**src/rtl/aou_pkg.sv**
```systemverilog
// Package for the angular occlusion union unit.
// Holds the sine and arctangent tables, the sequencer states and the cell control struct.
// No dependencies.
`timescale 1ns / 1ps
package aou_pkg;

    localparam int MAX_RECTS_DEF       = 64;
    localparam int CORDIC_ITERS_DEF    = 16;
    localparam int ANGLE_FRAC_BITS_DEF = 8;

    typedef enum logic [2:0] {
        ST_IDLE, ST_MUL, ST_CINIT, ST_CITER, ST_CFIN, ST_INSERT, ST_MERGE, ST_FINISH
    } state_t;

    typedef struct packed {
        logic ins;
        logic shl;
    } cell_ctrl_t;

    localparam logic [14:0] SINE_Q14 [0:90] = '{
        15'd0, 15'd286, 15'd572, 15'd857, 15'd1143, 15'd1428, 15'd1713, 15'd1997,
        15'd2280, 15'd2563, 15'd2845, 15'd3126, 15'd3406, 15'd3686, 15'd3964,
        15'd4240, 15'd4516, 15'd4790, 15'd5063, 15'd5334, 15'd5604, 15'd5872,
        15'd6138, 15'd6402, 15'd6664, 15'd6924, 15'd7182, 15'd7438, 15'd7692,
        15'd7943, 15'd8192, 15'd8438, 15'd8682, 15'd8923, 15'd9162, 15'd9397,
        15'd9630, 15'd9860, 15'd10087, 15'd10311, 15'd10531, 15'd10749, 15'd10963,
        15'd11174, 15'd11381, 15'd11585, 15'd11786, 15'd11983, 15'd12176, 15'd12365,
        15'd12551, 15'd12733, 15'd12911, 15'd13085, 15'd13255, 15'd13421, 15'd13583,
        15'd13741, 15'd13894, 15'd14044, 15'd14189, 15'd14330, 15'd14466, 15'd14598,
        15'd14726, 15'd14849, 15'd14968, 15'd15082, 15'd15191, 15'd15296, 15'd15396,
        15'd15491, 15'd15582, 15'd15668, 15'd15749, 15'd15826, 15'd15897, 15'd15964,
        15'd16026, 15'd16083, 15'd16135, 15'd16182, 15'd16225, 15'd16262, 15'd16294,
        15'd16322, 15'd16344, 15'd16362, 15'd16374, 15'd16382, 15'd16384
    };

    localparam logic [21:0] ATAN_Q16 [0:23] = '{
        22'd2949120, 22'd1740967, 22'd919879, 22'd466945, 22'd234379, 22'd117304,
        22'd58666, 22'd29335, 22'd14668, 22'd7334, 22'd3667, 22'd1833, 22'd917,
        22'd458, 22'd229, 22'd115, 22'd57, 22'd29, 22'd14, 22'd7, 22'd4, 22'd2,
        22'd1, 22'd0
    };

    // Sine in Q1.14 for a whole-degree angle already reduced to 0..359.
    function automatic logic signed [15:0] sin_deg(input logic [8:0] r);
        logic [8:0] k;
        logic       neg;
        begin
            neg = 1'b0;
            if (r <= 9'd90) begin
                k = r;
            end else if (r <= 9'd180) begin
                k = 9'd180 - r;
            end else if (r <= 9'd270) begin
                k = r - 9'd180;
                neg = 1'b1;
            end else begin
                k = 9'd360 - r;
                neg = 1'b1;
            end
            sin_deg = neg ? -$signed({1'b0, SINE_Q14[k[6:0]]})
                          : $signed({1'b0, SINE_Q14[k[6:0]]});
        end
    endfunction

endpackage

```
**src/rtl/aou_cell.sv**
```systemverilog
// One slot of the sorted interval row: holds one (start, end) pair.
// Inserts in order against its left neighbor, or shifts toward slot 0 for the merge.
// Depends on aou_pkg.
`timescale 1ns / 1ps
module aou_cell #(
    parameter int BW  = 17,
    parameter int CW  = 7,
    parameter int IDX = 0
) (
    input  logic                aclk,
    input  aou_pkg::cell_ctrl_t ctrl,
    input  logic [CW-1:0]       count,
    input  logic [BW-1:0]       new_lo,
    input  logic [BW-1:0]       new_hi,
    input  logic [BW-1:0]       prev_lo,
    input  logic [BW-1:0]       prev_hi,
    input  logic [BW-1:0]       next_lo,
    input  logic [BW-1:0]       next_hi,
    output logic [BW-1:0]       lo,
    output logic [BW-1:0]       hi
);

    logic [BW-1:0] lo_reg, hi_reg, lo_next, hi_next;
    logic below, at_end, self_gt, prev_gt;

    assign below   = CW'(IDX) < count;
    assign at_end  = CW'(IDX) == count;
    assign self_gt = lo_reg > new_lo;
    assign prev_gt = (IDX > 0) && (prev_lo > new_lo);

    always_comb begin
        lo_next = lo_reg;
        hi_next = hi_reg;
        if (ctrl.shl) begin
            lo_next = next_lo;
            hi_next = next_hi;
        end else if (ctrl.ins && ((below && self_gt) || at_end)) begin
            // A larger start to the left moves right; otherwise the new pair lands here.
            lo_next = prev_gt ? prev_lo : new_lo;
            hi_next = prev_gt ? prev_hi : new_hi;
        end
    end

    always_ff @(posedge aclk) begin
        lo_reg <= lo_next;
        hi_reg <= hi_next;
    end

    assign lo = lo_reg;
    assign hi = hi_reg;

endmodule

```
**config.mk**
```make
export PLATFORM = sky130hd
export DESIGN_NAME = aou_cell
export DESIGN_NICKNAME = d
export VERILOG_FILES = /design/src/rtl/aou_pkg.sv /design/src/rtl/aou_cell.sv
export SDC_FILE = /design/constraint.sdc
export NUM_CORES = 1
export LEC_CHECK = 0
export BUFFER_PORTS_ARGS = -buffer_cell sky130_fd_sc_hd__buf_2
export CAP_MARGIN = 20
export CORE_AREA = 8 8 80 82
export CTS_BUF_LIST = sky130_fd_sc_hd__clkbuf_8
export DETAILED_ROUTE_END_ITERATION = 8
export DIE_AREA = 0 0 88 90
export PLACE_DENSITY = 0.81
export SETUP_SLACK_MARGIN = 0.1
export SYNTH_ARGS = -nofsm -noshare
export SYNTH_HDL_FRONTEND = slang
export SYNTH_SLANG_ARGS = --single-unit
export TNS_END_PERCENT = 50
```
**constraint.sdc**
```tcl
create_clock -name aclk -period 3.42 [get_ports aclk]
set_clock_uncertainty 0.2 [all_clocks]
set_input_delay 0.342 -clock aclk [delete_from_list [all_inputs] [get_ports aclk]]
set_output_delay 0.342 -clock aclk [all_outputs]
set_load 0.05 [all_outputs]
```
# ---- Word level (Yosys, flattened, before mapping)
# Index checks and enable logic that the tools add are counted.
dict set report totals {
  register_bits 34
  inputBits 112
  wordCells 13
}
dict set report classes {
  magnitude_cmp 2
  muxes 4
  n_reduce_logical 5
}
# op n
set ops {}
lappend ops {{17-bit two-way mux} 4}
lappend ops {{17-bit > comparator} 1}
lappend ops {{7-bit zero test} 1}
lappend ops {{1-bit by 7-bit less-than comparator with 1-bit output, first input constant} 1}
lappend ops {{1-bit logical AND} 2}
lappend ops {{2-bit nonzero test} 1}
lappend ops {{1-bit logical OR} 1}

# ---- Depth between registers and ports, before layout
# Gate-level depths: netlist (run 1).
dict set report logic_depth {
  word_depth 6
  mapped_depth 7
}

# ---- Worst setup path before layout (run 1)
# No wires, ideal clock.
dict set report synth_path {
  path_kind {flip-flop to flip-flop}
  from {register lo_reg[7], in the netlist lo[7]}
  to {register hi_reg[0], in the netlist hi[0] (enable)}
  setup_ns 0.445
  arrival_time_ns 3.226
  required_ns 2.775
  slack_ns -0.451
  stages_incl_launch_ff 7
  path_buffers 0
  synth_period_minus_slack_ns 3.871
  cell_sequence {edfxtp_1 -> ha_1 -> nand4_1 -> nor2_1 -> a211o_1 -> o21ai_1 -> a41oi_1}
}
dict set report synth_between {
  elab_chain_cells 5
}
# item line_no
set synth_rtl {}
lappend synth_rtl {{start: declaration} aou_cell.sv:23} ;# logic [BW-1:0] lo_reg, hi_reg, lo_next, hi_next;
lappend synth_rtl {{start signal: assignment} aou_cell.sv:45} ;# lo_reg <= lo_next;
lappend synth_rtl {{17-bit > comparator} aou_cell.sv:28} ;# assign self_gt = lo_reg > new_lo;
lappend synth_rtl {{1-bit logical AND} aou_cell.sv:37} ;# end else if (ctrl.ins && ((below && self_gt) || at_end)) begin
lappend synth_rtl {{1-bit logical OR} aou_cell.sv:37}
lappend synth_rtl {{1-bit logical AND} aou_cell.sv:37}
lappend synth_rtl {{2-bit nonzero test (no line)} n/a}
lappend synth_rtl {{end signal: assignment} aou_cell.sv:46} ;# hi_reg <= hi_next;
lappend synth_rtl {{end: declaration} aou_cell.sv:23}
# No other way between the ends.
# A chain may end at the register's enable or synchronous reset.

# ---- Final worst setup path (run 1)
dict set report layout_path {
  from {register lo_reg[6], in the netlist lo[6]}
  to {register lo_reg[0], in the netlist lo[0] (enable)}
}
dict set report layout_between {
  elab_chain_cells 5
}
# item line_no
set layout_rtl {}
lappend layout_rtl {{17-bit > comparator} aou_cell.sv:28}
lappend layout_rtl {{1-bit logical AND} aou_cell.sv:37}
lappend layout_rtl {{1-bit logical OR} aou_cell.sv:37}
lappend layout_rtl {{1-bit logical AND} aou_cell.sv:37}
lappend layout_rtl {{2-bit nonzero test (no line)} n/a}
# No other way between the ends.

==> reports/results.tsv, run 1 <==
metric	value	unit
Startpoint Class	flip-flop	
DRT Pass-1 Iters	4	
Final Power	1.19	mW
Gate power share	32.1	%
sequential power share	45.0	%
crit path capture	lo[0]	
clock share of power	22.9	%
critical path arrival	2.40	ns
first-pass GRT wire length	7850	um
crit path capture type	flip-flop	
Worst IR Drop VDD	0.212	mV
worst r2r src	lo[6]	
post-route ant nets	0	
Critical-path top delay cell	a41oi_4	
Starting DRT DRC Count	35	
most frequent cells in the layout	buf_2 (111), edfxtp_1 (34), inv_1 (19), nand2_1 (19), mux2_2 (18)	
Die Area	0.00792	mm^2
Critical Path Start	lo[6]	
Place WS	0.651	ns
Worst slew margin	58.5	%
gpl congestion	0.749	
Post-Synthesis Cells	155	
CP required	3.18	ns
Chip Width	88	um
initial antenna violation count	0	
Core ar.	0.00524	mm^2
n_diodes	0	
setup TNS	0	ns
post-DP HPWL	4030	um
H-tree depth	2	
synthesized net count	284	
CTS Sinks	34	
wire length per cell	14.5	um
Worst Tran Pin Value	0.621	ns
Cell Area, Synth	0.00185	mm^2
Tot GR Track Use	12.7	%
Power Density	463	mW/mm^2
port bufs	111	
largest net degree at the start of global routing	43	
worst hold path class	in2reg	
CTS tree	yes	
final hold violation count	0	
CTS Hold Bufs	0	
#FFs+latches synth	34	
max-cap violation count	0	
Fmax	379	MHz
status	finished clean	
sequential fraction of the synthesis area	55.3	%
postcts setup bufs	0	
fin crit share	77.1	%
starting density of the core	35.2	%
Reg clk slew, reported paths	0.07	ns
Yosys warning total	0	
switching share of power	35.3	%
I/O pins	146	
RR Endpoint	lo[0]	
Remaining Overflow, GRT	0	
Remaining DRCs	0	
cts repair resizes	0	
row count	27	
Num CTS Buffers	5	
Clock Tree Buf Depth	2	
Die Ht	90	um
placed cell count	334	
fin worst setup slack	0.783	ns
Worst R2R Path Depth	7	
layout cells sized above 1	51.7	%
syn avg cell area	11.9	um^2
post-route insts no fill	341	
Final setup viols	0	
Post-layout nets	398	
unrepaired setup endpoints after global routing	false	
commonest non-fill, non-tap cell in the layout	buf_2	
Crit path max-delay family	compound AO/OA/AOI/OAI gates	
Skew-Pair Late Insertion Delay	0.28	ns
Internal Power	0.771	mW
Leak Pwr	1.26	nW
CP bufs+invs	1	
total wire length after detailed routing	4960	um
Via Count	1556	
Max Transition Viols Final	0	
clock root cell	clkbuf_8	
Crit Path Max Fanout	20	
via density per instance	4.56	
WS Path Type	reg2reg	
post-synthesis cell type count	21	
WP depth	7	
Min Clock Period, post-route	2.64	ns
Area Overhead vs Synth	39.5	%
Worst path max stage delay	0.49	ns
Critical Path, Cell by Cell	ha_1, nand4_1, nor2_1, a211o_1, o21ai_1, a41oi_4, buf_4	
vias in the first global route	1741	
setup slack on the worst flop-to-flop path	0.78	ns
sw power	0.421	mW
## layout make-up
type / instances / area, um^2
Fill cell: 495 / 2660
Clock buffer: 5 / 68.8
Timing Repair Buffer: 113 / 571
Clock inverter: 2 / 7.51
Sequential cell: 34 / 1020
Tap cell: 72 / 90.1
Multi-Input combinational cell: 98 / 753
Inverter: 17 / 63.8
## power groups by stage
stage | Sequential, mW | Clock [mW] | Combinational, mW
floorplan | 0.710 | 0 | 0.104
global placement | 0.545 | 0 | 0.382
detailed placement | 0.546 | 0 | 0.389
CTS | 0.537 | 0.286 | 0.390
global route | 0.542 | 0.304 | 0.415
finish | 0.536 | 0.273 | 0.383
## worst register-to-register path, cell delays in order (launching register included)
cell,delay [ns]
edfxtp_1,0.40
ha_1,0.31
nand4_1,0.12
nor2_1,0.18
a211o_1,0.14
o21ai_1,0.08
a41oi_4,0.49
buf_4,0.40
## kinds of logic (layout without fill, tap and decap cells)
family / after synthesis / count (layout) / synth area share, %
adders and majority gates: 17 / 17 / 11.5
muxes: 18 / 18 / 11.0
AOI/OAI and AO/OA: 31 / 31 / 9.56
buffers and inverters: 23 / 137 / 4.88
DFF: 34 / 34 / 55.3
and+or+nand+nor: 32 / 32 / 7.73
## layer usage
metal  vias to the layer above  routed length, um  track usage [%]
met5                         -                  0                0
met4                         0                 46             3.44
met3                         5                494             6.19
met1                       694               2000             13.0
met2                        68               2420             22.0
li1                        789                  -                -
## worst min-delay path by stage
stage                startpoint     end  depth (start not counted)
global placement     next_lo[6]   lo[6]                          3
floorplan           next_lo[10]  lo[10]                          2
global route         next_lo[4]   lo[4]                          3
detailed placement   next_lo[1]   lo[1]                          3
finish              next_lo[15]  lo[15]                          3
CTS                  next_lo[1]   lo[1]                          3
## cells in the mapped netlist
library cell | number | share of area, %
buf_2 | 3 | 0.81
a211o_1 | 1 | 0.47
edfxtp_1 | 34 | 55
mux2_2 | 18 | 11
o21ai_1 | 2 | 0.54
and2b_1 | 1 | 0.41
inv_1 | 17 | 3.5
a41oi_1 | 1 | 0.47
nand3_1 | 1 | 0.27
a21oi_1 | 6 | 1.6
ha_1 | 17 | 12
nor4_1 | 1 | 0.34
a21o_1 | 4 | 1.6
a21oi_2 | 1 | 0.47
nor2_1 | 4 | 0.81
o21ai_0 | 16 | 4.3
clkbuf_1 | 3 | 0.61
nand4_1 | 4 | 1.4
and3_2 | 1 | 0.41
nand2_1 | 19 | 3.9
nor3_1 | 1 | 0.27
## per-stage QoR
| stage | hold slack, ns | instance area [um^2] | utilization [%] |
|---|---|---|---|
| 2_1_floorplan | 0.333 | 1850 | - |
| 5_1_grt | 0.135 | 2570 | 49.2 |
| 6_report | 0.139 | 2570 | 49.2 |
| 4_1_cts | 0.130 | 2570 | 49.2 |
| 3_3_place_gp | 0.419 | 2500 | 47.7 |
| 3_5_place_dp | 0.428 | 2500 | 47.7 |
Power figures use the tool's default switching activity.
==> run 2, diff against run 1 <==
--- a/config.mk
+++ b/config.mk
@@ -7,11 +7,11 @@
 export LEC_CHECK = 0
 export BUFFER_PORTS_ARGS = -buffer_cell sky130_fd_sc_hd__buf_2
 export CAP_MARGIN = 20
-export CORE_AREA = 8 8 80 82
+export CORE_AREA = 8 8 77 79
 export CTS_BUF_LIST = sky130_fd_sc_hd__clkbuf_8
 export DETAILED_ROUTE_END_ITERATION = 8
-export DIE_AREA = 0 0 88 90
-export PLACE_DENSITY = 0.81
+export DIE_AREA = 0 0 85 87
+export PLACE_DENSITY = 0.83
 export SETUP_SLACK_MARGIN = 0.1
 export SYNTH_ARGS = -nofsm -noshare
 export SYNTH_HDL_FRONTEND = slang
==> constraint.sdc (replaced) <==
create_clock -name aclk -period 2.45 [get_ports aclk]
set_clock_uncertainty 0.2 [all_clocks]
set_input_delay 0.245 -clock aclk [delete_from_list [all_inputs] [get_ports aclk]]
set_output_delay 0.245 -clock aclk [all_outputs]
set_load 0.05 [all_outputs]
==> reports/results.tsv, run 2 (synthesis results as in run 1) <==
metric	value	unit
status	finished clean	
fin crit share	88.8	%
max-cap violation count	0	
post-DP HPWL	3910	um
Remaining Overflow, GRT	0	
Remaining DRCs	0	
CTS Hold Bufs	0	
hold depth	3	
Critical Path Start	lo[8]	
Core ar.	0.00485	mm^2
port bufs	111	
Via Count	1564	
Reg clk slew, reported paths	0.07	ns
Worst Tran Pin Value	0.284	ns
CTS Sinks	34	
Area Overhead vs Synth	40.7	%
total wire length after detailed routing	4810	um
Chip Width	85	um
starting density of the core	38.1	%
area of the multi-input gates	769	um^2
final hold violation count	0	
Worst path max stage delay	0.42	ns
Startpoint Class	flip-flop	
cts repair resizes	0	
WS Path Type	reg2reg	
Tot GR Track Use	12.9	%
CTS tree	yes	
Final Power	1.68	mW
n_diodes	0	
Final setup viols	0	
Num CTS Buffers	5	
Crit path max-delay family	compound AO/OA/AOI/OAI gates	
placed cell count	319	
gpl congestion	0.686	
H-tree depth	2	
postcts setup bufs	0	
Critical Path, Cell by Cell	ha_1, nand4_1, nor2_1, a211o_1, o21ai_2, a41oi_4, buf_12	
post-route insts no fill	327	
wire length per cell	14.7	um
CP bufs+invs	1	
WP depth	7	
commonest non-fill, non-tap cell in the layout	buf_2	
layout cells sized above 1	52.8	%
initial antenna violation count	0	
crit path capture	hi[7]	
Min Clock Period, post-route	2.18	ns
Leak Pwr	1.27	nW
I/O pins	146	
Filler Cells Inserted	424	
worst hold start	next_lo[6]	
Power Density	649	mW/mm^2
Crit Path Max Fanout	34	
worst r2r src	lo[8]	
Fmax	460	MHz
Critical-path top delay cell	edfxtp_1	
RR Endpoint	hi[7]	
critical path arrival	2.00	ns
Skew-Pair Late Insertion Delay	0.28	ns
CP required	2.28	ns
crit path capture type	flip-flop	
Clock Tree Buf Depth	2	
row count	26	
Max Transition Viols Final	0	
Hold WS	0.0439	ns
Die Ht	87	um
vias in the first global route	1669	
Starting DRT DRC Count	41	
largest net degree at the start of global routing	35	
register area	0.00102	mm^2
Worst slew margin	81.1	%
most frequent cells in the layout	buf_2 (111), edfxtp_1 (34), nand2_1 (19)	
unrepaired setup endpoints after global routing	false	
first-pass GRT wire length	7580	um
worst hold path class	in2reg	
via density per instance	4.78	
setup slack on the worst flop-to-flop path	0.27	ns
Post-layout nets	399	
post-route ant nets	0	
Worst R2R Path Depth	7	
clock root cell	clkbuf_8	
Die Area	0.00740	mm^2
DRT Pass-1 Iters	4	
setup TNS	0	ns
Worst IR Drop VDD	0.320	mV
==> run 2: changes by cell type in the layout (fill, tap and decap cells not counted), sizes merged <==
cell    previous run  this run
inv               19        18
clkinv             0         2
buf              113       114
==> run 2: layer usage <==
metal	vias up	GRT usage (%)	share of wire, %
met5	-	0	0
met1	699	12.7	39
met2	72	22.4	48
li1	789	-	-
met4	0	3.40	0.67
met3	4	7.74	12
==> run 2: per-stage QoR <==
step           utilization [%]  worst slack [ns]  cell area, um^2
2_1_floorplan                -            -0.216             1880
3_3_place_gp              51.9             0.297             2510
3_5_place_dp              51.9             0.284             2510
4_1_cts                   53.6             0.269             2600
5_1_grt                   53.6             0.182             2600
6_report                  53.6             0.275             2600
==> run 2: cell type report <==
type	count	share of cell area, %
clock buffers	5	2.65
repair buffers	114	22.7
clock inverters	3	0.482
flip-flops and latches	34	39.3
multi-input cells	98	29.6
well taps	56	2.70
inverters	17	2.46
==> run 2: worst min-delay path by stage <==
stage,to
floorplan,lo[10]
global placement,lo[12]
detailed placement,lo[10]
CTS,lo[10]
global route,lo[1]
finish,lo[6]
==> run 2: worst register-to-register path, delay by kind of cell (launching register included) <==
family	cells	cell delay (ns)
fa+ha+maj	1	0.31
buf+inv	1	0.21
compound gates	3	0.58
flops	1	0.42
simple gates	2	0.19
==> run 2: where the power goes <==
group | internal [mW] | leakage [nW] | total (mW) | switching [mW]
clock network | 0.191 | 0.0468 | 0.390 | 0.198
logic | 0.172 | 0.890 | 0.544 | 0.372
registers | 0.726 | 0.336 | 0.751 | 0.0243
==> run 3, diff against run 2 <==
--- a/config.mk
+++ b/config.mk
@@ -7,12 +7,13 @@
 export LEC_CHECK = 0
 export BUFFER_PORTS_ARGS = -buffer_cell sky130_fd_sc_hd__buf_2
 export CAP_MARGIN = 20
-export CORE_AREA = 8 8 77 79
+export CORE_AREA = 2 2 71 73
 export CTS_BUF_LIST = sky130_fd_sc_hd__clkbuf_8
 export DETAILED_ROUTE_END_ITERATION = 8
-export DIE_AREA = 0 0 85 87
+export DIE_AREA = 0 0 73 75
 export PLACE_DENSITY = 0.83
 export SETUP_SLACK_MARGIN = 0.1
+export SLEW_MARGIN = 40
 export SYNTH_ARGS = -nofsm -noshare
 export SYNTH_HDL_FRONTEND = slang
 export SYNTH_SLANG_ARGS = --single-unit
==> reports/results.tsv, run 3 (synthesis results as in run 1) <==
metric	value	unit
status	finished clean	
Startpoint Class	flip-flop	
critical path arrival	2.03	ns
first-pass GRT wire length	6250	um
worst hold path class	in2reg	
Min Clock Period, post-route	2.21	ns
largest net degree at the start of global routing	39	
Placed Area	0.00250	mm^2
Worst Tran Pin Value	0.382	ns
row count	25	
Chip Width	73	um
CP required	2.28	ns
Starting DRT DRC Count	31	
Clock Tree Buf Depth	2	
Die Area	0.00548	mm^2
crit path capture type	flip-flop	
CTS Sinks	34	
Place WS	0.167	ns
Critical-path top delay cell	edfxtp_1	
Internal Power	1.10	mW
DRT Pass-1 Iters	4	
initial antenna violation count	0	
commonest non-fill, non-tap cell in the layout	buf_2	
layout cells sized above 1	53.5	%
fin crit share	90.0	%
final hold violation count	0	
Area Overhead vs Synth	41.7	%
Gate power share	32.6	%
clock root cell	clkbuf_8	
Power Density	644	mW/mm^2
Worst slew margin	74.5	%
WS Path Type	reg2reg	
Remaining Overflow, GRT	0	
Critical Path, Cell by Cell	ha_1, a21o_1, a21oi_1, and2b_1, o21ai_2, a41oi_4, buf_12	
Fmax	453	MHz
Final setup viols	0	
Core ar.	0.00466	mm^2
switching share of power	34.9	%
vias in the first global route	1437	
Post-layout nets	401	
clock share of power	22.8	%
sequential power share	44.6	%
CTS tree	yes	
Via Count	1560	
I/O pins	146	
Num CTS Buffers	5	
starting density of the core	39.6	%
Reg clk slew, reported paths	0.07	ns
Die Ht	75	um
Crit Path Max Fanout	28	
Filler Cells Inserted	394	
post-DP HPWL	3260	um
Leak Pwr	1.28	nW
wire length per cell	12.6	um
fin worst setup slack	0.244	ns
Worst path max stage delay	0.40	ns
gpl congestion	0.722	
H-tree depth	2	
Final Cell Area	0.00262	mm^2
most frequent cells in the layout	buf_2 (111), edfxtp_1 (34), nand2_1 (19)	
placed cell count	316	
post-route ant nets	0	
port bufs	111	
total wire length after detailed routing	4140	um
CTS Hold Bufs	0	
Tot GR Track Use	15.3	%
Worst IR Drop VDD	0.320	mV
Skew-Pair Late Insertion Delay	0.28	ns
via density per instance	4.76	
sw power	0.587	mW
max-cap violation count	0	
unrepaired setup endpoints after global routing	false	
Remaining DRCs	0	
Max Transition Viols Final	0	
post-route insts no fill	328	
==> run 3: changes by cell type in the layout (fill, tap and decap cells not counted) <==
| cell | before | now |
|---|---|---|
| a21oi_2 | 1 | 2 |
| a21oi_1 | 6 | 5 |
| buf_4 | 2 | 4 |
| diode_2 | 0 | 1 |
==> run 3: critical path: cells and delay by family, from the launching register on <==
| kind | cells | cell delay, ns |
|---|---|---|
| flops | 1 | 0.40 |
| compound gates | 4 | 0.62 |
| simple gates | 1 | 0.20 |
| buf+inv | 1 | 0.21 |
| fa+ha+maj | 1 | 0.32 |
==> run 3: path summary, 6_finish.rpt <==
path / startpoint / end / slack (ns) / cells past startpoint
min: next_lo[12] / lo[12] / 0.05 / 3
max: lo[6] / lo[8] / 0.24 / 7
min reg2reg: lo[16] / lo[16] / 0.86 / 4
max reg2reg: lo[6] / lo[8] / 0.24 / 7
==> run 3: layout make-up <==
type                       instances  area [um^2]  share of cell area (%)
sequential                        34         1020                    39.0
multi-input combinational         98          773                    29.6
timing repair buffer             116          606                    23.2
clock buffer                       5         68.8                    2.63
tap                               54         67.6                    2.58
inverter                          17         63.8                    2.44
clock inverter                     3         12.5                   0.478
antenna                            1         2.50                  0.0957
==> run 3: repair_timing <==
item,CTS,global route
endpoints found under the hold margin,0,0
endpoints found under the setup margin,0,28
resized for setup,0,1
setup buffers,0,3
==> run 3: per-stage QoR <==
stage	hold slack, ns	power (mW)	util, %	TNS (ns)
2_1_floorplan	0.236	1.14	-	-7.35
6_report	0.0455	1.68	56.1	0
3_3_place_gp	0.321	1.29	53.7	0
5_1_grt	0.0421	1.78	56.1	0
3_5_place_dp	0.329	1.31	53.7	0
4_1_cts	0.0286	1.70	55.5	0
==> run 3: routing by layer <==
layer  track usage (%)  up-vias  routed length [um]
met3              6.16        4                 354
met4              4.94        0                  36
met2              27.7       70                2110
met5                 0        -                   0
li1                  -      796                   -
met1              16.3      690                1640
==> run 3: power groups by stage <==
| stage | clock [mW] | sequential [mW] | combinational, mW |
|---|---|---|---|
| finish | 0.383 | 0.751 | 0.549 |
| global route | 0.425 | 0.758 | 0.596 |
| CTS | 0.404 | 0.752 | 0.545 |
| detailed placement | 0 | 0.764 | 0.542 |
| global placement | 0 | 0.759 | 0.535 |
| floorplan | 0 | 0.990 | 0.152 |
